`config.mk`:
```
export PLATFORM = sky130hd
export DESIGN_NAME = hcs_param
export DESIGN_NICKNAME = d
export VERILOG_FILES = /design/src/sv/hcs_pkg.sv /design/src/sv/hcs_param.sv
export SDC_FILE = /design/constraint.sdc
export NUM_CORES = 2
export LEC_CHECK = 0
export ABC_CLOCK_PERIOD_IN_PS = 11900
export BUFFER_PORTS_ARGS = -buffer_cell sky130_fd_sc_hd__buf_2
export CORE_ASPECT_RATIO = 0.7
export CORE_MARGIN = 2
export CORE_UTILIZATION = 53
export DETAILED_ROUTE_END_ITERATION = 8
export HOLD_SLACK_MARGIN = 0.15
export PLACE_DENSITY = 0.67
export SLEW_MARGIN = 10
export SYNTH_ARGS = -nofsm -noshare
export SYNTH_HDL_FRONTEND = slang
export SYNTH_SLANG_ARGS = --single-unit
```
`constraint.sdc`:
```
create_clock -name clk -period 11.9 [get_ports clk]
set_input_delay 3.57 -clock clk [delete_from_list [all_inputs] [get_ports clk]]
set_output_delay 3.57 -clock clk [all_outputs]
set_load 0.02 [all_outputs]
```
`src/sv/hcs_pkg.sv`:
```
package hcs_pkg;

  // Width of the step register and of the curve parameter t (Q0.16; t up to 1.0).
  localparam int T_STEP_BITS = 17;
  localparam int T_BITS      = 17;
  // t^2 and t^3 in Q0.32, up to 1.0.
  localparam int T2_BITS     = 33;
  // Basis values are signed Q.32 and may reach 1.0.
  localparam int BASIS_W     = 34;
  localparam int FRAC_BITS   = 32;

  localparam logic [T_STEP_BITS-1:0] T_STEP_RESET = 17'd662;
  localparam logic [T_BITS-1:0]      T_ONE        = 17'd65536;
  localparam logic signed [BASIS_W-1:0] BASIS_ONE = 34'sh1_0000_0000;

  typedef logic signed [BASIS_W-1:0] hcs_basis_val_t;

  // The four Hermite basis values for one item.
  typedef struct packed {
    hcs_basis_val_t h00;
    hcs_basis_val_t h10;
    hcs_basis_val_t h01;
    hcs_basis_val_t h11;
  } hcs_basis_t;

  // Control that travels with an item through the pipeline.
  typedef struct packed {
    logic valid;
    logic clip;
  } hcs_ctl_t;

endpackage

```
`src/sv/hcs_param.sv`:
```
module hcs_param #(
  parameter int INDEX_BITS = 7
) (
  input  logic                          clk,
  input  logic                          rst_n,
  input  logic                          in_valid,
  input  logic [INDEX_BITS-1:0]         in_index,
  input  logic [hcs_pkg::T_STEP_BITS-1:0] t_step,
  output hcs_pkg::hcs_ctl_t             basis_ctl,
  output hcs_pkg::hcs_basis_t           basis
);
  import hcs_pkg::*;

  localparam int TPROD_W = T_STEP_BITS + INDEX_BITS;
  localparam int T3P_W   = T2_BITS + T_BITS;
  localparam logic [T3P_W-1:0] ROUND16 = T3P_W'(32768);

  hcs_ctl_t ctl1_r, ctl2_r, ctl3_r, ctl4_r;
  hcs_ctl_t ctl1_nxt;

  logic [TPROD_W-1:0] t_prod;
  logic               t_over;
  logic [T_BITS-1:0]  t1_nxt, t1_r, t1b_r, t1c_r;
  logic [T2_BITS-1:0] t2_nxt, t2_r, t2b_r;
  logic [T3P_W-1:0]   t3_prod;
  logic [T2_BITS-1:0] t3_nxt, t3_r;
  hcs_basis_val_t     s1, s2, s3;
  hcs_basis_t         basis_nxt, basis_r;

  // Stage 1: t = index * step, held at 1.0.
  always_comb begin
    t_prod = TPROD_W'(t_step) * TPROD_W'(in_index);
    t_over = t_prod > TPROD_W'(T_ONE);
    t1_nxt = t_over ? T_ONE : t_prod[T_BITS-1:0];
    ctl1_nxt.valid = in_valid;
    ctl1_nxt.clip  = t_over;
  end

  // Stage 2: exact square of t.
  assign t2_nxt = T2_BITS'(t1_r) * T2_BITS'(t1_r);

  // Stage 3: cube of t, rounded half up back to Q0.32.
  always_comb begin
    t3_prod = T3P_W'(t2_r) * T3P_W'(t1b_r);
    t3_nxt  = T2_BITS'((t3_prod + ROUND16) >> 16);
  end

  // Stage 4: basis values; intermediate wrap is harmless since results fit.
  always_comb begin
    s3 = $signed(BASIS_W'(t3_r));
    s2 = $signed(BASIS_W'(t2b_r));
    s1 = $signed(BASIS_W'({t1c_r, 16'b0}));
    basis_nxt.h00 = (s3 <<< 1) - (s2 <<< 1) - s2 + BASIS_ONE;
    basis_nxt.h10 = s3 - (s2 <<< 1) + s1;
    basis_nxt.h01 = (s2 <<< 1) + s2 - (s3 <<< 1);
    basis_nxt.h11 = s3 - s2;
  end

  // Valid bits of the four stages.
  always_ff @(posedge clk) begin
    if (!rst_n) begin
      ctl1_r.valid <= 1'b0;
      ctl2_r.valid <= 1'b0;
      ctl3_r.valid <= 1'b0;
      ctl4_r.valid <= 1'b0;
    end else begin
      ctl1_r <= ctl1_nxt;
      ctl2_r <= ctl1_r;
      ctl3_r <= ctl2_r;
      ctl4_r <= ctl3_r;
    end
  end

  // Data registers of the four stages.
  always_ff @(posedge clk) begin
    t1_r    <= t1_nxt;
    t2_r    <= t2_nxt;
    t1b_r   <= t1_r;
    t3_r    <= t3_nxt;
    t2b_r   <= t2_r;
    t1c_r   <= t1b_r;
    basis_r <= basis_nxt;
  end

  assign basis_ctl = ctl4_r;
  assign basis     = basis_r;

  // A clipped parameter is held at exactly 1.0.
  a_clip_at_one: assert property (@(posedge clk) disable iff (!rst_n)
    ctl1_r.valid && ctl1_r.clip |-> t1_r == T_ONE)
    else $error("clipped t is not 1.0");

  // The end-point weights always sum to one.
  a_partition: assert property (@(posedge clk) disable iff (!rst_n)
    ctl4_r.valid |-> basis_r.h00 + basis_r.h01 == BASIS_ONE)
    else $error("h00 + h01 is not 1.0");

endmodule

```
==> metrics <==
Die ar. 82,900 sq um; switch share 0.479; CTS buffer count 34; CTS Buffer Depth 3; WL per Instance 16.8 um; mux share of post-synthesis cell area 0.000967; most frequent cells in the layout inv_1 (1,074), fa_1 (771), nand2_1 (494); area grow syn2layout 7.43%; # H-tree levels 2; first-pass GRT wire length 163,000 um; unrepaired setup endpoints after global routing no; crit-path max FO 17; Worst EP arrival 8.85 ns; vias in the first global route 31,470; post-synthesis xor/xnor area fraction 0.0402; antenna cell count 0; vias 30,573; Slew @ Worst Pin 1.07 ns; Peak VDD IR 0.357 mV; largest net degree at the start of global routing 42; period utilization 0.724; # fillers 7,189; Synth Area in Compound Gates 0.0790; Vias/cell 5.23; LEAKAGE 0.0244 uW; gr usage total 0.247; register area share after synthesis 0.136; Mean Syn Cell Area 9.22 sq um; CP max-delay cell o21ai_2; count of state elements after synthesis 288; cts repair resizes 0; yosys warns 0; total iterations of the first detailed-routing run 6; Starting Density 0.533; CTS tree done; Fin. Hold Viols 0; Cell Count Post-Placement 5,780; core region area 80,100 sq um; Post-Syn Area 42,700 sq um; Int Pwr 5440 uW; relative slew slack 0.285; TNS Setup 0 ns; Cell Pwr Density 228 nW/um^2; Finished Layout Cells 5,841; final hold slack 0.369 ns; Startpoint Class input pin; fraction of layout cells with a size suffix above 1 0.0637; top cells by area, synth fa_1 (36%), ha_1 (14%), dfxtp_1 (13%); Worst Setup End Kind flip-flop; largest family of logic cells by synthesized area adder cells; CTS Sinks 288; commonest non-fill, non-tap cell in the layout inv_1; most common flop cell mapped by yosys dfxtp_1; Post-Synth Simple-Gate Area 0.139; EDFF count, synth 4; area of the multi-input gates 32,400 sq um; io pins 165; Reg clk slew, reported paths 0.05 ns; count of different cell masters after synthesis 85; WL final 97,900 um; combinational share of power 0.743; Post-Synth Adder-Cell Area 0.500; worst skew pair latency 0.56 ns; Final #Nets 6,018; Clock Tree Root clkbuf_16; number of routed nets with antenna violations 0; storage element area 5820 sq um; postcts setup bufs 0; CP dominant cell by count fa_1; area leader, netlist fa_1; outcome complete, no violations; Chip Height 241 um; Setup violations, final 0; Flop pwr share 0.150; P_sw 5010 uW; CP delay by family, top adder cells; ys async rst share 0; post-layout minimum cycle time 8.61 ns; clock network power share 0.107; GRT overflow 0; # hold bufs at CTS 0; Slew Viols, Final 0; residual DRC count 0; skew final 0.0340 ns; Peak Freq 0.116 GHz; DP HPWL 76,300 um; max_cap viols 0; # rows 87; slowest stage delay, CP 0.65 ns; CP Buf/Inv Count 4; die width 343 um; Cells after Synth 4,630; WP data required 12.14 ns; cells along the critical path buf_2 > nand2_1 > fa_1 > fa_1 > inv_1 > fa_1 > inv_1 > fa_1 > inv_1 > ha_1 > a211o_1 > or3_1 > a211oi_1 > nor3_1 > a21o_1 > a21oi_2 > o21a_1 > a2111oi_4 > o21ai_2; Detailed Route Iter0 Violations 1,818; gpl congestion 0.902; initial antenna violation count 0; HP Class flip-flop to flip-flop; IO Port Bufs 164; post-synth top area share 0.361; crit path kind input pin to flip-flop
power groups by stage:
stage,Combinational (uW),Sequential (uW),Clock [uW]
2_1_floorplan,5570,1750,0
3_3_place_gp,7560,1580,0
3_5_place_dp,7620,1590,0
4_1_cts,7680,1570,1160
5_1_grt,8500,1590,1190
6_report,7770,1570,1120
stage by stage:
stage          utilization  setup WS [ns]  total power, uW  instance area (sq um)
2_1_floorplan            -           3.26             7320                  42700
3_3_place_gp         0.557           2.86             9140                  44700
3_5_place_dp         0.557           2.80             9210                  44700
4_1_cts              0.573           3.34            10400                  45900
5_1_grt              0.573           2.95            11300                  45900
6_report             0.573           3.29            10500                  45900
synthesized netlist by cell type (7+ instances only):
master    number
o211ai_1       9
dfxtp_1      284
clkbuf_1     112
nand4_1       12
a31oi_1       13
fa_1         771
and3_1        21
nand2b_1      27
a21o_1        89
xor2_1        54
o31ai_1        8
nor3_1        31
nor2_1       121
o21bai_1      18
o21ai_0       76
ha_1         472
nand3_1       36
nor4_1         7
and2_1       375
o21a_1        27
nor2b_1       25
or3_1         10
o31a_1         9
nand2_1      494
xnor2_1      142
a21oi_1      151
o21ai_1        8
nor2_2        10
a211oi_1      21
inv_1       1074
or2_2         10
cell families (layout without fill, tap and decap cells):
group | Yosys count | in the layout
adder cells (fa/ha/maj) | 1243 | 1243
AND/OR/NAND/NOR | 1200 | 1200
buffers and inverters | 1191 | 1329
AO/OA/AOI/OAI | 506 | 506
flip-flops | 288 | 288
XOR/XNOR | 196 | 196
multiplexers | 4 | 4
other | 2 | 7
routing by layer:
metal	track usage	share of wire	up-vias
met2	0.387	0.43	943
met3	0.0445	0.075	136
met5	0	0	-
met4	0.0512	0.018	0
met1	0.360	0.47	15125
li1	-	-	14369
cell type report:
cell class,count,area share
clock buffers,51,0.0233
well taps,1068,0.0291
multi-input cells,3156,0.707
flip-flops and latches,288,0.127
repair buffers,194,0.0228
inverters,1074,0.0879
clock inverters,10,0.00316
state kept, by name, indices dropped and copies added (netlist names):
register   cells
t2_r          32
t1b_r         16
t1_r          17
basis        134
ctl1_r         2
ctl2_r         2
t1c_r         16
t2b_r         32
ctl3_r         2
t3_r          33
basis_ctl      2
worst register-to-register path: stages, from the launching register on:
cell and delay, ns:
dfxtp_1 1.02, nand2_1 0.19, fa_1 0.54, fa_1 0.51, fa_1 0.51, inv_1 0.06
fa_1 0.52, fa_1 0.51, inv_1 0.06, fa_1 0.47, inv_1 0.04, ha_1 0.20
a211oi_1 0.18, nand2_1 0.11, a2111oi_2 0.60, nor4_1 0.18, o21ai_1 0.31, nand3b_1 0.22
a31oi_1 0.75, nor2_1 0.22, a21o_1 0.26, a21oi_1 0.19, xnor2_1 0.19
final timing paths:
path          startpoint        end  slack [ns]  cells after the start
max reg2reg     t2_r[10]   t3_r[25]        3.93                     22
min reg2reg      t3_r[0]  basis[68]        0.37                      0
max          in_index[1]  ctl1_r[0]        3.29                     19
min              t3_r[0]  basis[68]        0.37                      0
No activity file was read; power rests on OpenSTA's default activity.
